### config.mk
export PLATFORM = sky130hd
export DESIGN_NAME = integer_literal_lexer_unit
export DESIGN_NICKNAME = d
export VERILOG_FILES = /design/src/sv/ilex_pkg.sv /design/src/sv/ilex_accum.sv /design/src/sv/integer_literal_lexer_unit.sv
export SDC_FILE = /design/constraint.sdc
export NUM_CORES = 1
export LEC_CHECK = 0
export ABC_AREA = 1
export BUFFER_PORTS_ARGS = -buffer_cell sky130_fd_sc_hd__clkbuf_2
export CAP_MARGIN = 20
export CELL_PAD_IN_SITES_DETAIL_PLACEMENT = 0
export CELL_PAD_IN_SITES_GLOBAL_PLACEMENT = 2
export CORE_MARGIN = 2
export CORE_UTILIZATION = 36
export CTS_CLUSTER_DIAMETER = 80
export CTS_CLUSTER_SIZE = 20
export DETAILED_ROUTE_END_ITERATION = 6
export PLACE_DENSITY_LB_ADDON = 0.1
export SYNTH_ARGS = -nofsm -noshare
export SYNTH_HDL_FRONTEND = slang
export SYNTH_HIERARCHICAL = 1
export SYNTH_SLANG_ARGS = --single-unit
### constraint.sdc
create_clock -name clock -period 8.8 [get_ports clock]
set_clock_uncertainty 0.1 [all_clocks]
set_input_delay 1.76 -clock clock [delete_from_list [all_inputs] [get_ports clock]]
set_output_delay 1.76 -clock clock [all_outputs]
set_load 0.01 [all_outputs]
### src/sv/ilex_pkg.sv
`timescale 1ns / 1ps

package ilex_pkg;

   localparam int MAX_TOKEN_LEN_DEFAULT = 64;

   localparam int CHAR_W   = 8;
   localparam int STATUS_W = 2;
   localparam int COUNT_W  = 7;
   localparam int VALUE_W  = 64;
   localparam int DIGIT_W  = 4;

   localparam logic [STATUS_W-1:0] ST_PENDING = 2'd0;
   localparam logic [STATUS_W-1:0] ST_ACCEPT  = 2'd1;
   localparam logic [STATUS_W-1:0] ST_REJECT  = 2'd2;

   localparam logic [CHAR_W-1:0] CH_PLUS  = 8'h2b;
   localparam logic [CHAR_W-1:0] CH_MINUS = 8'h2d;
   localparam logic [CHAR_W-1:0] CH_ZERO  = 8'h30;
   localparam logic [CHAR_W-1:0] CH_NINE  = 8'h39;
   localparam logic [CHAR_W-1:0] CH_UPX   = 8'h58;
   localparam logic [CHAR_W-1:0] CH_LOWX  = 8'h78;
   localparam logic [CHAR_W-1:0] CH_UPA   = 8'h41;
   localparam logic [CHAR_W-1:0] CH_UPF   = 8'h46;
   localparam logic [CHAR_W-1:0] CH_LOWA  = 8'h61;
   localparam logic [CHAR_W-1:0] CH_LOWF  = 8'h66;

   // Largest magnitude that can take one more digit without passing 2^63.
   localparam logic [VALUE_W-1:0] DEC_QUOT  = 64'd922337203685477580;
   localparam logic [VALUE_W-1:0] HEX_QUOT  = 64'h0800_0000_0000_0000;
   localparam logic [VALUE_W-1:0] MAG_LIMIT = 64'h8000_0000_0000_0000;
   localparam logic [VALUE_W-1:0] VAL_MAX   = 64'h7fff_ffff_ffff_ffff;

   typedef enum logic [2:0] {
      PH_START = 3'd0,
      PH_SIGN  = 3'd1,
      PH_ZERO  = 3'd2,
      PH_DEC   = 3'd3,
      PH_HEX   = 3'd4
   } phase_type;

   typedef struct packed {
      logic [VALUE_W-1:0] mag;
      logic               sat;
   } acc_type;

   function automatic logic is_dec(input logic [CHAR_W-1:0] c);
      return (c >= CH_ZERO) && (c <= CH_NINE);
   endfunction

   // Hex digit value in the low four bits; bit 4 set when c is no hex digit.
   function automatic logic [DIGIT_W:0] hex_val(input logic [CHAR_W-1:0] c);
      logic [CHAR_W-1:0] d;
      d = '0;
      if (is_dec(c)) begin
         d = c - CH_ZERO;
      end else if ((c >= CH_LOWA) && (c <= CH_LOWF)) begin
         d = c - CH_LOWA + 8'd10;
      end else if ((c >= CH_UPA) && (c <= CH_UPF)) begin
         d = c - CH_UPA + 8'd10;
      end else begin
         d = 8'd16;
      end
      return d[DIGIT_W:0];
   endfunction

endpackage

### src/sv/ilex_accum.sv
`timescale 1ns / 1ps

module ilex_accum (
   input  ilex_pkg::acc_type                 acc_cur,
   input  logic                              base_hex,
   input  logic [ilex_pkg::DIGIT_W-1:0]      digit,
   output ilex_pkg::acc_type                 acc_nxt
);
   import ilex_pkg::*;

   logic               too_big;
   logic [VALUE_W-1:0] scaled;
   logic [VALUE_W-1:0] digit_ext;

   assign digit_ext = {{(VALUE_W-DIGIT_W){1'b0}}, digit};

   always_comb begin
      if (base_hex) begin
         too_big = (acc_cur.mag > HEX_QUOT) ||
                   ((acc_cur.mag == HEX_QUOT) && (digit != '0));
         scaled  = {acc_cur.mag[VALUE_W-5:0], 4'b0000};
      end else begin
         too_big = (acc_cur.mag > DEC_QUOT) ||
                   ((acc_cur.mag == DEC_QUOT) && (digit == 4'd9));
         scaled  = {acc_cur.mag[VALUE_W-4:0], 3'b000} + {acc_cur.mag[VALUE_W-2:0], 1'b0};
      end
   end

   // Once saturated the magnitude stays pinned at 2^63.
   always_comb begin
      if (acc_cur.sat) begin
         acc_nxt = acc_cur;
      end else if (too_big) begin
         acc_nxt.mag = MAG_LIMIT;
         acc_nxt.sat = 1'b1;
      end else begin
         acc_nxt.mag = scaled + digit_ext;
         acc_nxt.sat = 1'b0;
      end
   end

endmodule

### src/sv/integer_literal_lexer_unit.sv
`timescale 1ns / 1ps
// Path: a character accepted into the input register passes through the scan logic
// into the result register, from which its result transaction is offered; it waits
// in the input register while the result slot is full and rsp_ready is low.
// Throughput: one character per cycle while the result slot is free or drains;
// the scan state updates as each character moves into the result register.
// Reset clears both pipeline stages and returns the scanner to its start phase.

module integer_literal_lexer_unit #(
   parameter int MAX_TOKEN_LEN = ilex_pkg::MAX_TOKEN_LEN_DEFAULT
) (
   input  logic                             clock,
   input  logic                             reset,
   input  logic                             req_valid,
   output logic                             req_ready,
   input  logic [ilex_pkg::CHAR_W-1:0]      req_char_in,
   output logic                             rsp_valid,
   input  logic                             rsp_ready,
   output logic [ilex_pkg::STATUS_W-1:0]    rsp_status,
   output logic [ilex_pkg::COUNT_W-1:0]     rsp_token_length,
   output logic signed [ilex_pkg::VALUE_W-1:0] rsp_value,
   output logic                             rsp_overflowed
);
   import ilex_pkg::*;

   localparam logic [COUNT_W-1:0] LEN_MAX = COUNT_W'(MAX_TOKEN_LEN);

   logic                in_valid_ff;
   logic [CHAR_W-1:0]   in_char_ff;
   logic                out_valid_ff;
   logic [STATUS_W-1:0] status_ff,  status_in;
   logic [COUNT_W-1:0]  length_ff,  length_in;
   logic [VALUE_W-1:0]  value_ff,   value_in;
   logic                ovf_ff,     ovf_in;

   phase_type           phase_ff, phase_in;
   logic [COUNT_W-1:0]  count_ff, count_in;
   logic [VALUE_W-1:0]  mag_ff,   mag_in;
   logic                neg_ff,   neg_in;
   logic                sat_ff,   sat_in;

   logic                advance;
   logic                at_start;
   logic [COUNT_W-1:0]  eff_count;
   logic [COUNT_W-1:0]  count_inc;
   acc_type             acc_cur, acc_nxt;
   logic                c_dec, c_hex, c_sign, c_x, c_zero;
   logic [DIGIT_W:0]    hv;
   logic [CHAR_W-1:0]   dec_off;
   logic [DIGIT_W-1:0]  digit;

   // Handshake: the input register moves on whenever the result slot is free or being read out.
   assign advance   = in_valid_ff && (!out_valid_ff || rsp_ready);
   assign req_ready = !in_valid_ff || advance;

   always_ff @(posedge clock) begin
      if (reset) begin
         in_valid_ff <= 1'b0;
      end else if (req_ready) begin
         in_valid_ff <= req_valid;
      end
      if (req_valid && req_ready) begin
         in_char_ff <= req_char_in;
      end
   end

   // Character classes.
   assign c_dec   = is_dec(in_char_ff);
   assign hv      = hex_val(in_char_ff);
   assign c_hex   = !hv[DIGIT_W];
   assign c_sign  = (in_char_ff == CH_PLUS) || (in_char_ff == CH_MINUS);
   assign c_x     = (in_char_ff == CH_LOWX) || (in_char_ff == CH_UPX);
   assign c_zero  = (in_char_ff == CH_ZERO);
   assign dec_off = in_char_ff - CH_ZERO;
   assign digit   = (phase_ff == PH_HEX) ? hv[DIGIT_W-1:0] : dec_off[DIGIT_W-1:0];

   // The start phase (and any unused code) begins from a cleared scan.
   always_comb begin
      case (phase_ff)
         PH_SIGN, PH_ZERO, PH_DEC, PH_HEX: at_start = 1'b0;
         default:                          at_start = 1'b1;
      endcase
   end

   assign eff_count   = at_start ? '0 : count_ff;
   assign count_inc   = (eff_count < LEN_MAX) ? eff_count + 1'b1 : eff_count;
   assign acc_cur.mag = at_start ? '0 : mag_ff;
   assign acc_cur.sat = at_start ? 1'b0 : sat_ff;

   ilex_accum u_accum (
      .acc_cur  (acc_cur),
      .base_hex (phase_ff == PH_HEX),
      .digit    (digit),
      .acc_nxt  (acc_nxt)
   );

   // Next scan state.
   always_comb begin
      phase_in = PH_START;
      count_in = '0;
      mag_in   = '0;
      neg_in   = 1'b0;
      sat_in   = 1'b0;
      case (phase_ff)
         PH_SIGN: begin
            if (c_dec) begin
               count_in = count_inc;
               neg_in   = neg_ff;
               if (c_zero) begin
                  phase_in = PH_ZERO;
               end else begin
                  phase_in = PH_DEC;
                  mag_in   = acc_nxt.mag;
                  sat_in   = acc_nxt.sat;
               end
            end
         end
         PH_ZERO, PH_DEC: begin
            if ((phase_ff == PH_ZERO) && c_x) begin
               phase_in = PH_HEX;
               count_in = count_inc;
               mag_in   = mag_ff;
               neg_in   = neg_ff;
               sat_in   = sat_ff;
            end else if (c_dec) begin
               phase_in = PH_DEC;
               count_in = count_inc;
               mag_in   = acc_nxt.mag;
               neg_in   = neg_ff;
               sat_in   = acc_nxt.sat;
            end
         end
         PH_HEX: begin
            if (c_hex) begin
               phase_in = PH_HEX;
               count_in = count_inc;
               mag_in   = acc_nxt.mag;
               neg_in   = neg_ff;
               sat_in   = acc_nxt.sat;
            end
         end
         default: begin
            if (c_sign) begin
               phase_in = PH_SIGN;
               count_in = count_inc;
               neg_in   = (in_char_ff == CH_MINUS);
            end else if (c_zero) begin
               phase_in = PH_ZERO;
               count_in = count_inc;
            end else if (c_dec) begin
               phase_in = PH_DEC;
               count_in = count_inc;
               mag_in   = acc_nxt.mag;
               sat_in   = acc_nxt.sat;
            end
         end
      endcase
   end

   // Result of this character.
   always_comb begin
      status_in = ST_PENDING;
      length_in = '0;
      value_in  = '0;
      ovf_in    = 1'b0;
      case (phase_ff)
         PH_SIGN: begin
            if (!c_dec) begin
               status_in = ST_REJECT;
            end
         end
         PH_ZERO, PH_DEC, PH_HEX: begin
            if (!(c_dec || ((phase_ff == PH_ZERO) && c_x) ||
                  ((phase_ff == PH_HEX) && c_hex))) begin
               status_in = ST_ACCEPT;
               length_in = count_ff;
               if (neg_ff) begin
                  value_in = sat_ff ? MAG_LIMIT : ('0 - mag_ff);
                  ovf_in   = sat_ff;
               end else if (sat_ff || mag_ff[VALUE_W-1]) begin
                  value_in = VAL_MAX;
                  ovf_in   = 1'b1;
               end else begin
                  value_in = mag_ff;
               end
            end
         end
         default: begin
            if (!(c_sign || c_dec)) begin
               status_in = ST_REJECT;
            end
         end
      endcase
   end

   always_ff @(posedge clock) begin
      if (reset) begin
         out_valid_ff <= 1'b0;
         phase_ff     <= PH_START;
         count_ff     <= '0;
         mag_ff       <= '0;
         neg_ff       <= 1'b0;
         sat_ff       <= 1'b0;
      end else begin
         if (advance) begin
            out_valid_ff <= 1'b1;
            phase_ff     <= phase_in;
            count_ff     <= count_in;
            mag_ff       <= mag_in;
            neg_ff       <= neg_in;
            sat_ff       <= sat_in;
         end else if (rsp_ready) begin
            out_valid_ff <= 1'b0;
         end
      end
      if (advance) begin
         status_ff <= status_in;
         length_ff <= length_in;
         value_ff  <= value_in;
         ovf_ff    <= ovf_in;
      end
   end

   assign rsp_valid        = out_valid_ff;
   assign rsp_status       = status_ff;
   assign rsp_token_length = length_ff;
   assign rsp_value        = value_ff;
   assign rsp_overflowed   = ovf_ff;

endmodule
==> results of run 1 <==
-- metal layers --
metal,wire length [um],vias to the layer above
li1,-,11534
met1,42300,10716
met2,40000,836
met3,4690,162
met4,4960,0
met5,0,-
-- worst max-delay path, delay by kind of cell, from the launching register on --
family / cells / cell delay [ns]
flip-flops: 1 / 0.43
AND/OR/NAND/NOR: 22 / 3.55
AO/OA/AOI/OAI: 2 / 0.23
buffers and inverters: 4 / 0.88
adder cells (fa/ha/maj): 2 / 0.93
-- power breakdown --
part	switching, mW	internal [mW]	total [mW]	leakage, nW
Clock	0.320	0.420	0.740	0.285
Sequential	0.00910	0.803	0.812	1.36
Combinational	0.0970	0.0296	0.127	8.40
Total	0.426	1.25	1.68	10.0
-- cells by family after synthesis --
group / share of synthesized area [%]
AND/OR/NAND/NOR: 47.6
XOR/XNOR: 2.18
multiplexers: 0.0497
flip-flops: 20.0
AO/OA/AOI/OAI: 12.1
buffers and inverters: 13.6
adder cells (fa/ha/maj): 4.43
-- area by class of cell --
cell class / count / share of cell area, %
Inverter: 594 / 10.2
Clock buffer: 17 / 1.94
Multi-Input combinational cell: 2761 / 61.2
Tap cell: 748 / 4.28
Sequential cell: 160 / 18.4
Timing Repair Buffer: 126 / 3.34
Clock inverter: 15 / 0.709
-- through the flow --
| stage | worst slack (ns) | area [sq um] | hold slack, ns | std cells |
|---|---|---|---|---|
| floorplan | 4.00 | 20100 | 0.345 | 3609 |
| global placement | 2.64 | 21300 | 0.357 | 4388 |
| detailed placement | 2.61 | 21300 | 0.362 | 4389 |
| CTS | 2.57 | 21900 | 0.372 | 4421 |
| global route | 2.08 | 21900 | 0.391 | 4421 |
| finish | 2.50 | 21900 | 0.371 | 4421 |
-- flip-flops by register name, summed over array words and instances (netlist names) --
name              cells
rsp_value            64
rsp_token_length      7
rsp_overflowed        1
in_char_ff            8
neg_ff                1
rsp_valid             1
phase_ff              3
rsp_status            2
sat_ff                1
count_ff              7
mag_ff               64
in_valid_ff           1
-- final timing paths --
check / from / end / slack (ns)
setup reg to reg: phase_ff[1] / mag_ff[42] / 2.50
hold reg to reg: count_ff[1] / count_ff[1] / 0.37
hold / removal: count_ff[1] / count_ff[1] / 0.37
setup / recovery: phase_ff[1] / mag_ff[42] / 2.50
-- placed cells by master, fill, tap and decap left out, types with 3 or more instances in the layout --
master        n
nand2_1    1132
inv_1       573
nor2_1      506
nand3_1     291
a21oi_1     163
o21ai_0     124
clkbuf_2     86
edfxtp_1     82
nand4_1      81
dfxtp_1      78
nand2_2      72
ha_1         68
a21oi_2      53
buf_4        40
nor2_2       34
xor2_1       32
nor3_1       28
o22ai_1      28
nand3_2      25
xnor2_1      18
clkbuf_16    17
nor4_1       17
inv_2        14
o21ai_1      13
nand3b_1      8
nor2_4        8
or2_2         7
o21bai_1      7
clkinv_1      5
inv_6         5
clkinv_2      4
o21ai_2       4
nor3_2        4
and3_1        4
inv_4         3
a31oi_1       3
a21boi_1      3
==> impl_metrics.toml, run 1 <==
[status]
status = "complete, no violations"

[sta]
drv_slew = 0
fin_setup_tns_ns = 0
hold_violations = 0
slew_headroom_pct = 28.1
final.min_clock_period_ns = 6.30
period_share_pct = 71.6
rsz0062_at_grt = "no"
tightest_slew_ns = 1.07
fmax_mhz = 159
final-setup-viol-count = 0

[global_routing]
met1_usage_pct = 43.4
grt_usage_pct = 31.8
grt_first_pass_wirelength_um = 137000
grt_start_max_net_pins = 83
overflow = 0
gr-usage-met3_pct = 2.65
grt_pass1_vias = 22051
antenna_found_initial = 1
use_met2_pct = 50.2
busiest_layer = "met2"

[synth]
ys_types = 59
syn_inst = 3609
synth_flop_cell = "edfxtp_1"
synthArstFlopShare_pct = 0
synth_seq_cells = 160
syn_area_per_cell_sq_um = 5.58
synth.most_common_cell = "nand2_1"
synth_edf_count = 82
netlist_top_cells_area = "nand2_1 (21%), edfxtp_1 (12%), inv_1 (11%)"
synthTopCellsByCount = "nand2_1 (1133), inv_1 (575), nor2_1 (507)"
ys_warn_count = 6
syn-cell-area_sq_um = 20100
yosysTopAreaCellShare_pct = 21.1
synth_area_leader_cell = "nand2_1"
synth_nets = 3691
ys_seq_area_share_pct = 20.0

[placement]
gp_congestion = 0.999
hpwlAfterDp_um = 76400
io_buffer_count = 87

[critical_path]
crit_type = "flop to flop"
worst_setup_path_start_kind = "flop"
cp_max_fo = 71
cpMostUsedCell = "nand2_1"
slowest_delay_ns = 0.61
arrival_ns = 6.58
required_ns = 9.08
rr_worst_depth = 30
cp-end-kind = "flop"
slowest_stage = "inv_4"

[clocking]
postCtsSetupBuffers = 0
root_buffer = "clkbuf_16"
cts_hold_buf = 0
cts_tree = "yes"
clk_pin_slew_ns = 0.06
cts.sink_count = 160
ctsResizeCount = 0
h-tree-depth = 4
clockBufferDepth = 2
clk_latency_ns = 0.46
cts_buffers = 17

[final_layout]
syn_to_final_growth_pct = 8.79
fillers = 6295
utilization_pct = 39.7
multi_input_area_sq_um = 13400
nets = 3742
diodes = 0
register_area_sq_um = 4020
drive_above_1_share_pct = 10.6

[power_and_ir_drop]
power_density_nw_per_um2 = 76.7
vdd.ir_drop.worst_v = 0.000142
power_mw = 1.68
p_leak_nw = 10.0

[floorplanning]
core_sq_um = 55200
boundaryPins = 88
die_w_um = 240
dieArea_sq_um = 57800
num_rows = 86
start_util_pct = 36.5
die_h_um = 240

[detailed_routing]
drt-initial-drc-count = 2124
drcViolationCount = 0
viasPerCell = 5.26
vias = 23248
ant_nets = 0
drtPass1Iterations = 6
wl_per_cell_um = 20.8
wirelength_um = 92000

[job]
cap_viol_max_count = 0

[min_path]
hp-class = "flop to flop"
whs_path_depth = 2
Power figures use the tool's default switching activity.
==> run 2, diff against run 1 <==
--- a/config.mk
+++ b/config.mk
@@ -11,7 +11,7 @@
 export CELL_PAD_IN_SITES_DETAIL_PLACEMENT = 0
 export CELL_PAD_IN_SITES_GLOBAL_PLACEMENT = 2
 export CORE_MARGIN = 2
-export CORE_UTILIZATION = 36
+export CORE_UTILIZATION = 33
 export CTS_CLUSTER_DIAMETER = 80
 export CTS_CLUSTER_SIZE = 20
 export DETAILED_ROUTE_END_ITERATION = 6
==> constraint.sdc (replaced) <==
create_clock -name clock -period 6.13 [get_ports clock]
set_clock_uncertainty 0.1 [all_clocks]
set_input_delay 1.226 -clock clock [delete_from_list [all_inputs] [get_ports clock]]
set_output_delay 1.226 -clock clock [all_outputs]
set_load 0.01 [all_outputs]
==> impl_metrics.toml, run 2 (same netlist as run 1, synthesis figures left out) <==
[status]
status = "complete, no violations"

[detailed_routing]
drtPass1Iterations = 6
ant_nets = 0
viasPerCell = 5.16
wl_per_cell_um = 20.9
vias = 23142
wirelength_um = 93600
drt-initial-drc-count = 2010
drcViolationCount = 0

[critical_path]
cpMostUsedCell = "nand2_1"
cp_max_fo = 31
arrival_ns = 6.11
crit_type = "flop to flop"
cp-end-kind = "flop"
required_ns = 6.42
slowest_stage = "nor2_1"
slowest_delay_ns = 0.56
worst_setup_path_start_kind = "flop"

[clocking]
h-tree-depth = 4
root_buffer = "clkbuf_16"
clk_pin_slew_ns = 0.07
ctsResizeCount = 0
clockBufferDepth = 2
cts_tree = "yes"
postCtsSetupBuffers = 0
cts.sink_count = 160
cts_buffers = 17
cts_hold_buf = 0
clk_latency_ns = 0.45

[final_layout]
layout_commonest_cell = "nand2_1"
final_area_sq_um = 22200
diodes = 0
final_cell_mix = "nand2_1 (1132), inv_1 (574), nor2_1 (506)"
syn_to_final_growth_pct = 10.2
utilization_pct = 36.7
fillers = 6962
drive_above_1_share_pct = 11.3
nets = 3774

[power_and_ir_drop]
vdd.ir_drop.worst_v = 0.000157
power_mw = 2.38
p_leak_nw = 10.2
power_density_nw_per_um2 = 107

[floorplanning]
boundaryPins = 88
start_util_pct = 33.3
num_rows = 90
die_h_um = 251
core_sq_um = 60400
die_w_um = 251
dieArea_sq_um = 63000

[placement]
hpwlAfterDp_um = 78700
postPlaceCellArea_sq_um = 21600
io_buffer_count = 87
gp_congestion = 0.963

[sta]
fin_setup_tns_ns = 0
period_share_pct = 94.9
final.min_clock_period_ns = 5.82
holdWs_ns = 0.366
slew_headroom_pct = 24.6
rsz0062_at_grt = "no"
hold_violations = 0
tightest_slew_ns = 1.13
drv_slew = 0
fmax_mhz = 172
final-setup-viol-count = 0

[job]
cap_viol_max_count = 0

[global_routing]
grt_start_max_net_pins = 74
overflow = 0
antenna_found_initial = 0
grt_usage_pct = 29.3
grt_pass1_vias = 22173
grt_first_pass_wirelength_um = 138000

[min_path]
hp-class = "flop to flop"
-- run 2: per-layer routing --
layer / global-route usage, % / share of wire [%] / up-vias
met4: 16.6 / 6.2 / 0
met1: 39.5 / 46 / 10603
li1: - / - / 11595
met3: 1.72 / 4.5 / 181
met5: 0 / 0 / -
met2: 46.6 / 44 / 763
-- run 2: final cells by class --
| cell class | count | area (sq um) | area share [%] |
|---|---|---|---|
| Inverter | 594 | 2230 | 10.1 |
| Sequential cell | 160 | 4020 | 18.1 |
| Multi-Input combinational cell | 2761 | 13400 | 60.4 |
| Tap cell | 782 | 978 | 4.41 |
| Timing Repair Buffer | 158 | 991 | 4.47 |
| Clock buffer | 22 | 485 | 2.19 |
| Clock inverter | 10 | 78.8 | 0.355 |
-- run 2: through the flow --
step | std cells | worst slack [ns]
after detailed placement | 4455 | 0.488
final | 4487 | 0.313
after floorplan | 3609 | 1.86
after global routing | 4487 | 0.0172
after CTS | 4487 | 0.468
after global placement | 4452 | 0.416
-- run 2: path summary, 6_finish.rpt --
path / from / to / slack (ns) / cells after the start
max: phase_ff[1] / mag_ff[62] / 0.31 / 29
min: count_ff[1] / count_ff[1] / 0.37 / 2
max reg2reg: phase_ff[1] / mag_ff[62] / 0.31 / 29
min reg2reg: count_ff[1] / count_ff[1] / 0.37 / 2
-- run 2: report_power, final --
part	total [mW]	switching (mW)	internal, mW	leakage [nW]
clock	1.03	0.459	0.566	0.264
combinational	0.188	0.142	0.0465	8.57
sequential	1.16	0.0107	1.15	1.36
-- run 2: critical path, delay by kind of cell, from the launching register on --
kind	cells	cell delay (ns)
AND/OR/NAND/NOR	21	3.86
buffers and inverters	5	0.70
adder cells (fa/ha/maj)	1	0.35
flip-flops	1	0.36
AO/OA/AOI/OAI	2	0.37
